===== src/design/otb_pkg.sv =====
// shared types and command codes for the timer bank
package otb_pkg;

  localparam logic [2:0] CMD_SERVICE    = 3'd0;
  localparam logic [2:0] CMD_REGISTER   = 3'd1;
  localparam logic [2:0] CMD_UNREGISTER = 3'd2;
  localparam logic [2:0] CMD_INTERVAL   = 3'd3;
  localparam logic [2:0] CMD_TIMEOUT    = 3'd4;
  localparam logic [2:0] CMD_CHPERIOD   = 3'd5;
  localparam logic [2:0] CMD_STOP       = 3'd6;

  typedef struct packed {
    logic [2:0]  command;
    logic [3:0]  slot;
    logic [31:0] value;
    logic [31:0] now;
  } in_beat_t;

  typedef struct packed {
    logic [3:0] fired_slot;
    logic       last_event;
  } out_beat_t;

endpackage


===== src/design/otb_expiry_unit.sv =====
// shared expiry compare: wrapped elapsed ticks against the slot period
module otb_expiry_unit #(
  parameter int TICK_BITS = 32
) (
  input  logic [TICK_BITS-1:0] now,
  input  logic [TICK_BITS-1:0] start,
  input  logic [TICK_BITS-1:0] period,
  output logic                 expired
);

  logic [TICK_BITS-1:0] elapsed;

  // subtraction wraps modulo 2^TICK_BITS by width
  assign elapsed = now - start;
  assign expired = (elapsed >= period);

endmodule


===== src/design/one_shot_and_periodic_timer_bank.sv =====
// top level of the timer bank: command decode, slot storage and service scan
//
//   channel | ports                         | direction | carries
//   --------+-------------------------------+-----------+-------------------------------
//   input   | in_valid in_ready in_beat     | in        | command, slot, value, now
//   result  | out_valid out_ready out_beat  | out       | fired_slot, last_event
//
// non-service commands take effect in the cycle they are accepted
// a service beat scans one slot per cycle through the shared expiry compare, so in_ready
// stays low through the scan and through the finish state that hands over the last event
// each hit waits in a one-entry pending slot until the next hit or the end of the scan
// shows whether it is the final event; a full result register stalls the scan
// synchronous active-low reset clears the slot flags, the sequencer and the result register
module one_shot_and_periodic_timer_bank #(
  parameter int NUM_SLOTS = 16,
  parameter int TICK_BITS = 32
) (
  input  logic               clk,
  input  logic               rst_n,
  input  logic               in_valid,
  output logic               in_ready,
  input  otb_pkg::in_beat_t  in_beat,
  output logic               out_valid,
  input  logic               out_ready,
  output otb_pkg::out_beat_t out_beat
);

  localparam int SLOT_W = (NUM_SLOTS > 1) ? $clog2(NUM_SLOTS) : 1;

  // sequencer states
  localparam logic [1:0] ST_IDLE   = 2'd0;
  localparam logic [1:0] ST_SCAN   = 2'd1;
  localparam logic [1:0] ST_FINISH = 2'd2;

  // per-slot state; ticks need no reset since register always writes them first
  logic [NUM_SLOTS-1:0] listed_r;
  logic [NUM_SLOTS-1:0] armed_r;
  logic [NUM_SLOTS-1:0] repeats_r;
  logic [TICK_BITS-1:0] period_r [NUM_SLOTS];
  logic [TICK_BITS-1:0] start_r  [NUM_SLOTS];

  logic [1:0]           state_r, state_nxt;
  logic [SLOT_W-1:0]    idx_r, idx_nxt;
  logic [TICK_BITS-1:0] now_r;

  // pending event, held until we know whether another hit follows
  logic                 pend_v_r;
  logic [3:0]           pend_slot_r;

  logic                 out_valid_r;
  otb_pkg::out_beat_t   out_beat_r;

  // field reduction to the tick width and slot index width
  logic [63:0]          value_ext, now_ext;
  logic [TICK_BITS-1:0] value_t, now_t;
  logic [7:0]           slot_ext, idx_ext;
  logic [SLOT_W-1:0]    cmd_idx;
  logic                 slot_ok;
  logic                 accept;

  logic                 expired;
  logic                 hit;
  logic                 out_free;
  logic                 stall;
  logic                 push;
  logic                 push_last;
  logic                 scan_done;

  assign value_ext = {32'b0, in_beat.value};
  assign now_ext   = {32'b0, in_beat.now};
  assign value_t   = value_ext[TICK_BITS-1:0];
  assign now_t     = now_ext[TICK_BITS-1:0];
  assign slot_ext  = {4'b0, in_beat.slot};
  assign cmd_idx   = slot_ext[SLOT_W-1:0];
  assign slot_ok   = (32'(in_beat.slot) < NUM_SLOTS);
  assign idx_ext   = {{(8-SLOT_W){1'b0}}, idx_r};

  assign in_ready  = (state_r == ST_IDLE);
  assign accept    = in_valid && in_ready;

  otb_expiry_unit #(
    .TICK_BITS(TICK_BITS)
  ) u_expiry (
    .now    (now_r),
    .start  (start_r[idx_r]),
    .period (period_r[idx_r]),
    .expired(expired)
  );

  assign hit       = (state_r == ST_SCAN) && listed_r[idx_r] && armed_r[idx_r] && expired;
  assign out_free  = !out_valid_r || out_ready;
  // a second hit needs the pending event to move out first
  assign stall     = hit && pend_v_r && !out_free;
  assign scan_done = (32'(idx_r) == NUM_SLOTS - 1);
  assign push      = ((state_r == ST_SCAN) && hit && pend_v_r && !stall) ||
                     ((state_r == ST_FINISH) && pend_v_r && out_free);
  assign push_last = (state_r == ST_FINISH);

  always_comb begin
    state_nxt = state_r;
    idx_nxt   = idx_r;
    case (state_r)
      ST_IDLE: begin
        if (accept && in_beat.command == otb_pkg::CMD_SERVICE) begin
          state_nxt = ST_SCAN;
          idx_nxt   = '0;
        end
      end
      ST_SCAN: begin
        if (!stall) begin
          if (scan_done) begin
            state_nxt = ST_FINISH;
          end else begin
            idx_nxt = idx_r + 1'b1;
          end
        end
      end
      ST_FINISH: begin
        if (!pend_v_r || out_free) begin
          state_nxt = ST_IDLE;
        end
      end
      default: begin
        state_nxt = ST_IDLE;
      end
    endcase
  end

  always_ff @(posedge clk) begin
    if (!rst_n) begin
      state_r     <= ST_IDLE;
      idx_r       <= '0;
      listed_r    <= '0;
      armed_r     <= '0;
      repeats_r   <= '0;
      pend_v_r    <= 1'b0;
      out_valid_r <= 1'b0;
    end else begin
      state_r <= state_nxt;
      idx_r   <= idx_nxt;

      // command decode; slot indexes past the bank are dropped
      if (accept && in_beat.command != otb_pkg::CMD_SERVICE && slot_ok) begin
        case (in_beat.command)
          otb_pkg::CMD_REGISTER: begin
            listed_r[cmd_idx] <= 1'b1;
            armed_r[cmd_idx]  <= 1'b0;
          end
          otb_pkg::CMD_UNREGISTER: begin
            listed_r[cmd_idx] <= 1'b0;
          end
          otb_pkg::CMD_INTERVAL: begin
            armed_r[cmd_idx]   <= 1'b1;
            repeats_r[cmd_idx] <= 1'b1;
          end
          otb_pkg::CMD_TIMEOUT: begin
            armed_r[cmd_idx]   <= 1'b1;
            repeats_r[cmd_idx] <= 1'b0;
          end
          otb_pkg::CMD_STOP: begin
            armed_r[cmd_idx] <= 1'b0;
          end
          default: begin
          end
        endcase
      end

      // one-shot slots disarm when they fire
      if (hit && !stall && !repeats_r[idx_r]) begin
        armed_r[idx_r] <= 1'b0;
      end

      if (hit && !stall) begin
        pend_v_r <= 1'b1;
      end else if (state_r == ST_FINISH && out_free) begin
        pend_v_r <= 1'b0;
      end

      if (push) begin
        out_valid_r <= 1'b1;
      end else if (out_ready) begin
        out_valid_r <= 1'b0;
      end
    end
  end

  // tick storage and payload registers
  always_ff @(posedge clk) begin
    if (accept) begin
      now_r <= now_t;
    end
    if (accept && in_beat.command != otb_pkg::CMD_SERVICE && slot_ok) begin
      case (in_beat.command)
        otb_pkg::CMD_REGISTER: begin
          period_r[cmd_idx] <= '0;
          start_r[cmd_idx]  <= '0;
        end
        otb_pkg::CMD_INTERVAL, otb_pkg::CMD_TIMEOUT: begin
          period_r[cmd_idx] <= value_t;
          start_r[cmd_idx]  <= now_t;
        end
        otb_pkg::CMD_CHPERIOD: begin
          period_r[cmd_idx] <= value_t;
        end
        otb_pkg::CMD_STOP: begin
          period_r[cmd_idx] <= '0;
        end
        default: begin
        end
      endcase
    end
    // a fired slot restarts its period at the service tick
    if (hit && !stall) begin
      start_r[idx_r] <= now_r;
      pend_slot_r    <= idx_ext[3:0];
    end
    if (push) begin
      out_beat_r.fired_slot <= pend_slot_r;
      out_beat_r.last_event <= push_last;
    end
  end

  assign out_valid = out_valid_r;
  assign out_beat  = out_beat_r;

  // nothing may be left pending once the sequencer is back at rest
  a_idle_no_pending: assert property (@(posedge clk) disable iff (!rst_n)
    (state_r == ST_IDLE) |-> !pend_v_r)
    else $error("pending event left behind after service");

  // a held result must never be overwritten
  a_no_overwrite: assert property (@(posedge clk) disable iff (!rst_n)
    (out_valid_r && !out_ready) |-> !push)
    else $error("result register overwritten while stalled");

  // an accepted service starts the scan at slot zero
  a_service_starts_scan: assert property (@(posedge clk) disable iff (!rst_n)
    (accept && in_beat.command == otb_pkg::CMD_SERVICE) |=>
      (state_r == ST_SCAN && idx_r == '0))
    else $error("service beat did not start the scan");

endmodule

===== config.mk =====
export PLATFORM = sky130hd
export DESIGN_NAME = one_shot_and_periodic_timer_bank
export DESIGN_NICKNAME = d
export VERILOG_FILES = /design/src/design/otb_pkg.sv /design/src/design/otb_expiry_unit.sv /design/src/design/one_shot_and_periodic_timer_bank.sv
export SDC_FILE = /design/constraint.sdc
export NUM_CORES = 1
export LEC_CHECK = 0
export CELL_PAD_IN_SITES_DETAIL_PLACEMENT = 1
export CELL_PAD_IN_SITES_GLOBAL_PLACEMENT = 1
export CORE_ASPECT_RATIO = 0.7
export CORE_MARGIN = 3
export CORE_UTILIZATION = 56
export CTS_BUF_LIST = sky130_fd_sc_hd__clkbuf_8 sky130_fd_sc_hd__clkbuf_16
export CTS_CLUSTER_DIAMETER = 200
export DETAILED_ROUTE_END_ITERATION = 6
export DONT_BUFFER_PORTS = 1
export PLACE_DENSITY = 0.76
export SLEW_MARGIN = 10
export SYNTH_ARGS = -nofsm -noshare
export SYNTH_HDL_FRONTEND = slang
export SYNTH_SLANG_ARGS = --single-unit

===== constraint.sdc =====
create_clock -name clk -period 9.55 [get_ports clk]
set_input_delay 1.91 -clock clk [delete_from_list [all_inputs] [get_ports clk]]
set_output_delay 1.91 -clock clk [all_outputs]
set_load 0.01 [all_outputs]

After elaboration in Yosys (flattened, before gate mapping)
Memory sizes are Yosys's and may differ from the RTL's. A register that Yosys moved wholly into a read port is not among the register bits.
Cells that the tools add are included.

storage, ports and cells
  output and inout bits = 7
  input bits = 75
  register bits = 97
  bits in writable memories = 1024
  memories kept = 2
  bits in latches = 0
  bits in read-only memories = 0
  word-level logic and storage cells = 142

memories
  memory    words  width  read ports  clocked after Yosys merged registers in  wr ports  RTL line                                text
  period_r  16     32     1           1                                        1         one_shot_and_periodic_timer_bank.sv:39  logic [TICK_BITS-1:0] period_r [NUM_SLOTS];
  start_r   16     32     1           1                                        1         one_shot_and_periodic_timer_bank.sv:40  logic [TICK_BITS-1:0] start_r [NUM_SLOTS];

cells by class
  bitwise operators = 13
  reduce and logical (&&, ||, !) cells = 41
  order comparisons = 5
  multiply operators = 0
  divide/modulo/power cells = 0
  shift-type cells = 0
  eq/ne operators = 14
  add/sub/neg operators = 2
  mux-type cells = 54

operators by type and width
  operator                                                                             number
  32-bit two-way mux                                                                   5
  16-bit one-hot mux with 2 select lines                                               3
  16-bit AND                                                                           4
  16-bit two-way mux                                                                   3
  16-bit OR                                                                            3
  32-bit greater-or-equal comparator                                                   1
  4-bit two-way mux                                                                    8
  16-bit NOT                                                                           2
  32-bit OR reduction                                                                  1
  32-bit subtractor                                                                    1
  1-bit two-way mux                                                                    24
  1-bit logical AND                                                                    18
  1-bit binary-select mux with 4-bit select                                            3
  4-bit by 5-bit less-than comparator with 1-bit output, second input constant         2
  2-bit nonzero test                                                                   5
  3-bit equality test, second input constant                                           3
  1-bit demux with 4-bit select                                                        2
  4-bit by 1-bit greater-or-equal comparator with 1-bit output, second input constant  2
  2-bit two-way mux                                                                    4
  4-bit one-hot mux with 2 select lines                                                1
  4-bit AND reduction                                                                  2
  3-bit by 2-bit equality test with 1-bit output, second input constant                2
  2-bit != test, second input constant                                                 3
  2-bit one-hot mux with 3 select lines                                                1
  14 further kinds                                                                     26

Logic depth before layout (Yosys ltp)
Gate-level depths: netlist of run 1.

  depth in word-level cells = 13
  mapped depth = 28
  mapped depth without buffers = 23

Cells and area by module
Synthesis of run 1 repeated with hierarchy kept, for this count alone.

unflattened totals
  cell total of the unflattened synthesis = 2403
  area total of the unflattened synthesis = 46415.8 µm²

by module, submodules not included
  module                            cells an instance  instances  seq. area each (µm²)  area each (µm²)
  one_shot_and_periodic_timer_bank  2013               1          33181.8               43696.9
  otb_expiry_unit                   390                1          0.0                   2718.9

Worst setup path after synthesis of run 1
No wires, ideal clock.

  kind = register to register
  start point = register (tool-made name)
  end point = memory start_r[15][0], enable pin
  path slack = 1132 ps
  setup time = 472 ps
  required time = 9078 ps
  cell stages (with the launch flop) = 27
  data arrival time = 7946 ps
  period minus slack after synthesis = 8418 ps
  buffers on the path = 5
  cells stage by stage = dfxtp_1 buf_2 buf_2 buf_1 mux4_2 mux4_2 inv_1 ha_1 buf_2 nand3_1 nor2_1 a221oi_1 a32oi_1 a21oi_1 o21ai_0 o221a_2 xnor2_1 ha_1 nand4_1 nor4_1 nand2b_1 o22ai_1 a31oi_1 nand3_2 nand3_4 buf_6 o32ai_1

RTL lines
  item              RTL line
  end: declaration  one_shot_and_periodic_timer_bank.sv:40

==> results of run 1 <==
==> logic make-up (layout without fill, tap and decap cells) <==
logic type / Yosys count / in the layout / synth area share, %
AOI/OAI and AO/OA: 278 / 278 / 4.26
DFF: 1125 / 1125 / 72.5
other: 0 / 7 / 0
and+or+nand+nor: 274 / 274 / 2.99
xor gates and xnor gates: 28 / 28 / 0.536
adders and majority gates: 69 / 69 / 1.90
muxes: 327 / 327 / 16.0
buffers and inverters: 192 / 328 / 1.72
==> synth_stat cells (3+ instances only) <==
cell type / count / area share (%)
a21boi_0: 3 / 0.049
a21o_1: 19 / 0.31
a21oi_1: 49 / 0.54
a221oi_1: 3 / 0.057
a22o_1: 31 / 0.59
a31oi_1: 13 / 0.18
a41oi_1: 5 / 0.096
and2_1: 46 / 0.63
buf_1: 17 / 0.14
buf_2: 18 / 0.20
buf_4: 3 / 0.049
buf_6: 4 / 0.098
clkbuf_1: 67 / 0.55
dfxtp_1: 60 / 2.6
edfxtp_1: 1065 / 70
ha_1: 68 / 1.9
inv_1: 81 / 0.66
mux4_2: 325 / 16
nand2_1: 74 / 0.61
nand2b_1: 15 / 0.21
nand3_1: 20 / 0.22
nand4_1: 9 / 0.12
nor2_1: 67 / 0.55
nor2b_1: 8 / 0.11
nor3_1: 9 / 0.098
o211ai_1: 8 / 0.13
o21a_1: 24 / 0.39
o21ai_0: 57 / 0.62
o21ai_1: 9 / 0.098
o21bai_1: 3 / 0.049
o221a_2: 22 / 0.54
o22ai_1: 4 / 0.055
o32ai_1: 14 / 0.27
or2_2: 3 / 0.041
or3_1: 7 / 0.096
xnor2_1: 17 / 0.33
xor2_1: 11 / 0.21
==> where the power goes <==
| part | switching (uW) | total, uW | leakage, uW | internal, uW |
|---|---|---|---|---|
| clock | 1800 | 4170 | 0.00175 | 2370 |
| combinational | 201 | 292 | 0.00403 | 90.4 |
| sequential | 18.9 | 5430 | 0.0105 | 5410 |
==> flip-flops by register name (all words and copies together) (netlist names), named ones only <==
name / flops
period_r: 512
start_r: 512
now_r: 32
armed_r: 16
out_beat: 5
idx_r: 4
pend_slot_r: 4
state_r: 2
out_valid: 1
pend_v_r: 1
==> cell type report <==
class                   count  area [sq um]
diodes                      7          17.5
clock buffers             108          2670
clock inverters            81           731
fillers                  6631         29900
inverters                  83           312
multi-input cells         976         12200
flip-flops and latches   1125         33200
well taps                1068          1340
repair buffers             56           458
==> worst max-delay path, cell delays in order, from the launching register on <==
cell,delay [ns]
dfxtp_4,0.83
buf_4,0.44
mux4_2,0.36
mux4_2,0.48
inv_1,0.07
ha_1,0.29
nand3_1,0.16
nor3_1,0.29
o211ai_1,0.17
a32oi_1,0.73
a21oi_1,0.26
o21ai_1,0.33
or4_1,0.16
nand4_1,0.10
ha_1,0.32
nand4_1,0.11
nor4_1,0.49
inv_1,0.10
o22ai_1,0.16
a31oi_1,0.08
nand3_2,0.29
nand3_4,0.48
inv_2,1.08
a22o_1,0.64
==> layer usage <==
layer  part of all wire (%)  track usage, %
met5                  0.011               0
met4                    2.9            7.83
met2                     47            43.8
met1                     41            41.4
met3                    9.3            6.34
==> worst paths after layout <==
path                                      from             end  slack, ns  depth (start not counted)
worst max-delay path                      flop  start_r[9][22]       0.75                         23
worst min-delay path            pend_slot_r[3]     out_beat[4]       0.43                          0
worst max register to register            flop  start_r[9][22]       0.75                         23
worst min register to register  pend_slot_r[3]     out_beat[4]       0.43                          0
==> per-stage QoR <==
stage,total power (uW),cell area [sq um],std cells,worst slack [ns],util [%]
global route,10200,50900,3499,0.231,63.0
CTS,9930,50900,3497,0.893,63.0
global placement,5800,47500,3308,1.40,58.8
detailed placement,5820,47500,3308,0.939,58.8
finish,9890,50900,3504,0.751,63.0
floorplan,5710,45700,2293,1.13,-
==> metrics, run 1 <==
status completed; Post-CTS Hold Buffers 0; Final setup viols 0; maximum clock path buffer count 3; register area share after synthesis a little over 70%; critical path required time 9.94 ns; DRT antenna net count 0; setup TNS 0 ns; die area ~85000 sq um; maximum VDD drop 0.000143 V; count of final hold-check violations 0; layout cell share with drive strength beyond 1 roughly a quarter; Worst-path clk slew 0.06 ns; worst skew pair latency slightly below 0.7 ns; commonest non-fill, non-tap cell in the layout edfxtp_1; Slew @ Worst Pin 1.31 ns; area delta synth->final 11.3%; clock skew 0.0267 ns; FF+latch count, synth 1125; site row count a little under 90; min Tclk post-route slightly below 9 ns; post-CTS setup buffer count 0; period utilization 92.1%; initial antenna violation count 14; Routability Congestion 0.867; H-tree depth 3; pwr dens 194 nW/um^2; first-pass GRT wire length 174 mm; DR iter-0 viols approximately 2800; clock sink count 1125; vias in the first global route about 25000; TritonCTS clock tree yes; Mapped Cells 2293; starting density of the core 56.6%; DRC 0; fin. max-slew vios 0; die height about 250 um; drt via density 6.79; die width 348 um; ys flop type edfxtp_1; most frequent cells in the layout edfxtp_1 (1065), mux4_2 (325), inv_1 (106); largest net degree at the start of global routing 129; WL final roughly 120 mm; post_cts resized 0; clock root cell clkbuf_16; # nets final 2489; Post-synth EDFFs around 1100; Total GRT Usage 28.3%; io pins 82; RSZ-0062 raised after global routing false; crit start category flop; Synth Cell Area approximately 46000 sq um; Syn Area/Cell between 15 and 20 sq um; final global-route overflow total 0; count of TritonRoute iterations in the first routing pass 7; Avg WL per Cell 33.8 um; maximum clock rate around 110 MHz; hold slack 0.434 ns; critical path capture point type flop; crit-path max FO 46; max_cap viols 0; Synthesized Nets 2437; HP Class reg -> reg; LEAKAGE 0.0163 uW; total core area 80800 sq um; yosys warns 0; Vias 23786; CP arrival 9.19 ns; CTS buffer count 103; Slew HR between 10 and 15%; post-synth cell types 64; CP Class reg -> reg; Post-synth ARST share 0%; port bufs 0; dpl hpwl 67.8 mm
Power figures use the tool's default switching activity.
==> inputs of run 2 (changes only) <==
Settings changed: SLEW_MARGIN 10 to 0, SYNTH_HIERARCHICAL from default to 1.
==> run 2 against run 1 <==
  * The flow now finishes with violations (design-rule violations)
  * Worst setup slack improved by 0.56 ns
  * Sequential power about the same
  * Non-clock buffer count down 1
  * Hold slack lost 0.015 ns
  * Clock skew up 0.011 ns
  * Global-route usage increased by 0.30 points
  * Die area rose by 1.5%
  * Utilization hardly changed
  * Area after synthesis increased by 1.5%
  * Routed wire length is 1.6% higher
  * Final area is 0.64% higher
  * Sequential share of layout area fell by 0.41 points
  * Critical endpoint is now start_r[13][10]
  * Largest power group unchanged
  * Highest routed layer is now met4
==> metrics, run 2 <==
Post-synth EDFFs 1065 (unchanged); vias in the first global route 25601 (+2.1%); setup TNS 0 ns (unchanged); maximum clock rate 121 MHz (+6.8%); die width 350 um (+0.73%); Synth Cell Area 46400 sq um (+1.5%); post-CTS setup buffer count 0 (unchanged); Final setup viols 0 (unchanged); DR iter-0 viols 2849 (+0.67%); first-pass GRT wire length 178 mm (+2.3%); die area 86400 sq um (+1.5%); DRC 1 (+1); top post-synthesis cells by area edfxtp_1 (69%), mux4_2 (16%), dfxtp_1 (2.6%), ha_1 (1.8%), o21ai_0 (1.1%); die height 247 um (+0.72%); clock root cell clkbuf_16; maximum VDD drop 0.000130 V (-9.1%); Syn Area/Cell 19.3 sq um (-3.2%); largest net degree at the start of global routing 70 (-46%); Slew HR 24.6% (+12 points); commonest non-fill, non-tap cell in the layout edfxtp_1; Crit. path cell count 25 (+8.7%); HP Class reg -> reg; site row count 87 (unchanged); clock sink count 1125 (unchanged); drt via density 6.85 (+0.91%); total power 9830 uW (-0.59%); status finished, violations left; Mapped Cells 2403 (+4.8%); switching share of power 21.4% (+1.0 points); Worst-path clk slew 0.06 ns (about the same); Total GRT Usage 28.6% (+0.30 points); Critical Path Max Stage Delay 0.88 ns (-0.20 ns); r2r setup slk 1.31 ns (+0.56 ns); failing checks design-rule violations; CP Class reg -> reg; Synthesized Nets 2546 (+4.5%); Internal Dissipation 7720 uW (-1.9%); LEAKAGE 0.0169 uW (+4.1%); period utilization 86.3% (-5.9 points); fin. max-slew vios 0 (unchanged); Slowest cell on crit path a21oi_4; share of the synthesized area in the top cell type 68.9% (-1.0 points); setup slack after layout 1.31 ns (+0.559 ns); reg2reg path depth 25 (+8.7%); clock skew 0.0380 ns (+0.0113 ns); # nets final 2578 (+3.6%); Post-synth ARST share 0% (unchanged); pre-CTS WS 1.36 ns (+0.423 ns); count of TritonRoute iterations in the first routing pass 7 (unchanged); Post-CTS Hold Buffers 0 (unchanged); delay-heaviest family, CP compound AO/OA/AOI/OAI gates; Clk pwr share 40.3% (-1.8 points); layout cell share with drive strength beyond 1 23.6% (-1.1 points); Vias 24599 (+3.4%); total core area 81300 sq um (+0.67%); critical path required time 9.91 ns (-0.03 ns); Routability Congestion 0.884 (+2.0%); Slew @ Worst Pin 1.12 ns (-0.196 ns); crit-path max FO 34 (-26%); crit start category flop; area leader, netlist edfxtp_1; cell with the most instances after synthesis edfxtp_1; min Tclk post-route 8.24 ns (-0.559 ns); ys flop type edfxtp_1; Gate power share 4.6% (+1.6 points); dpl hpwl 70.4 mm (+3.8%); post_cts resized 0 (unchanged); io pins 82 (unchanged); WL final 120 mm (+1.6%); TritonCTS clock tree yes; maximum clock path buffer count 3 (unchanged); critical path capture point type flop; CP arrival 8.60 ns (-0.59 ns); count of final hold-check violations 0 (unchanged); final global-route overflow total 0 (unchanged); Seq pwr share 55.1% (+0.2 points); DRT antenna net count 0 (unchanged); critical path buffer and inverter count 4 (unchanged); H-tree depth 3 (unchanged); RSZ-0062 raised after global routing false; post-synth cell types 82 (+28%); reg-to-reg endpoint start_r[13][10]; most common library cells after synthesis edfxtp_1 (1065), mux4_2 (327), o21ai_0 (99); area delta synth->final 10.4%; pwr dens 192 nW/um^2 (-1.2%); yosys warns 6 (+6); CTS buffer count 102 (-0.97%); Net Sw Power 2110 uW (+4.4%); starting density of the core 57.1% (+0.45 points); register area share after synthesis 71.5% (-1.1 points); Avg WL per Cell 33.5 um (-0.88%); Largest regs period_r: 512 flops, start_r: 512 flops, now_r: 32 flops; max_cap viols 0 (unchanged); FF+latch count, synth 1125 (unchanged); port bufs 0 (unchanged); most frequent cells in the layout edfxtp_1 (1065), mux4_2 (327), clkbuf_16 (103); Setup crit end start_r[13][10]; worst skew pair latency 0.68 ns (about the same); initial antenna violation count 7 (-7)
[run 2: per-layer routing]
layer	wire (um)	vias to the layer above	track usage, %
met5	0	-	0
met2	57500	1229	44.6
met4	2830	0	7.09
met1	49900	13226	43.3
met3	9880	191	4.25
li1	-	9953	-
[run 2: worst register-to-register path: cells and delay by family, from the launching register on]
kind | cells | cell delay [ns]
compound gates | 8 | 2.71
simple gates | 9 | 1.81
buf+inv | 4 | 1.13
mux | 2 | 1.02
flops | 1 | 0.72
fa+ha+maj | 2 | 0.52
[run 2: how the worst min path moves through the flow]
stage / from / end / slack [ns] / cells after the start
floorplan: pend_slot_r[0] / out_beat[1] / 0.40 / 0
global route: pend_slot_r[1] / out_beat[2] / 0.43 / 0
CTS: pend_slot_r[3] / out_beat[4] / 0.42 / 0
detailed placement: pend_slot_r[1] / out_beat[2] / 0.41 / 0
finish: pend_slot_r[3] / out_beat[4] / 0.42 / 0
global placement: pend_slot_r[1] / out_beat[2] / 0.41 / 0
[run 2: kinds of logic (layout without fill, tap and decap cells)]
group / count (synthesis) / after routing / synth area share [%]
XOR/XNOR: 28 / 28 / 0.528
AO/OA/AOI/OAI: 328 / 328 / 4.57
other: 0 / 2 / 0
flip-flops: 1125 / 1125 / 71.5
AND/OR/NAND/NOR: 300 / 300 / 3.42
buffers and inverters: 212 / 330 / 1.91
adder cells (fa/ha/maj): 68 / 68 / 1.85
multiplexers: 342 / 342 / 16.2
[run 2: area by class of cell]
cell class	count	area, sq um
clock inverter	87	641
tap	1068	1340
multi-input combinational	1066	12700
antenna	2	5.00
inverter	85	319
fill	6746	30100
sequential	1125	33200
clock buffer	103	2580
timing repair buffer	55	463
[run 2: power groups by stage]
stage | clock network, uW | registers [uW] | logic (uW)
after global routing | 4230 | 5410 | 490
after detailed placement | 0 | 5520 | 446
final | 3960 | 5410 | 453
after global placement | 0 | 5520 | 424
after floorplan | 0 | 5510 | 316
after CTS | 4020 | 5410 | 450
[run 2: through the flow]
step | hold WS (ns) | std cells | utilization, % | area, sq um
finish | 0.419 | 3591 | 63.0 | 51200
global route | 0.435 | 3589 | 63.0 | 51200
CTS | 0.420 | 3589 | 63.0 | 51200
detailed placement | 0.407 | 3399 | 59.0 | 48000
global placement | 0.410 | 3399 | 59.0 | 48000
floorplan | 0.400 | 2403 | - | 46400
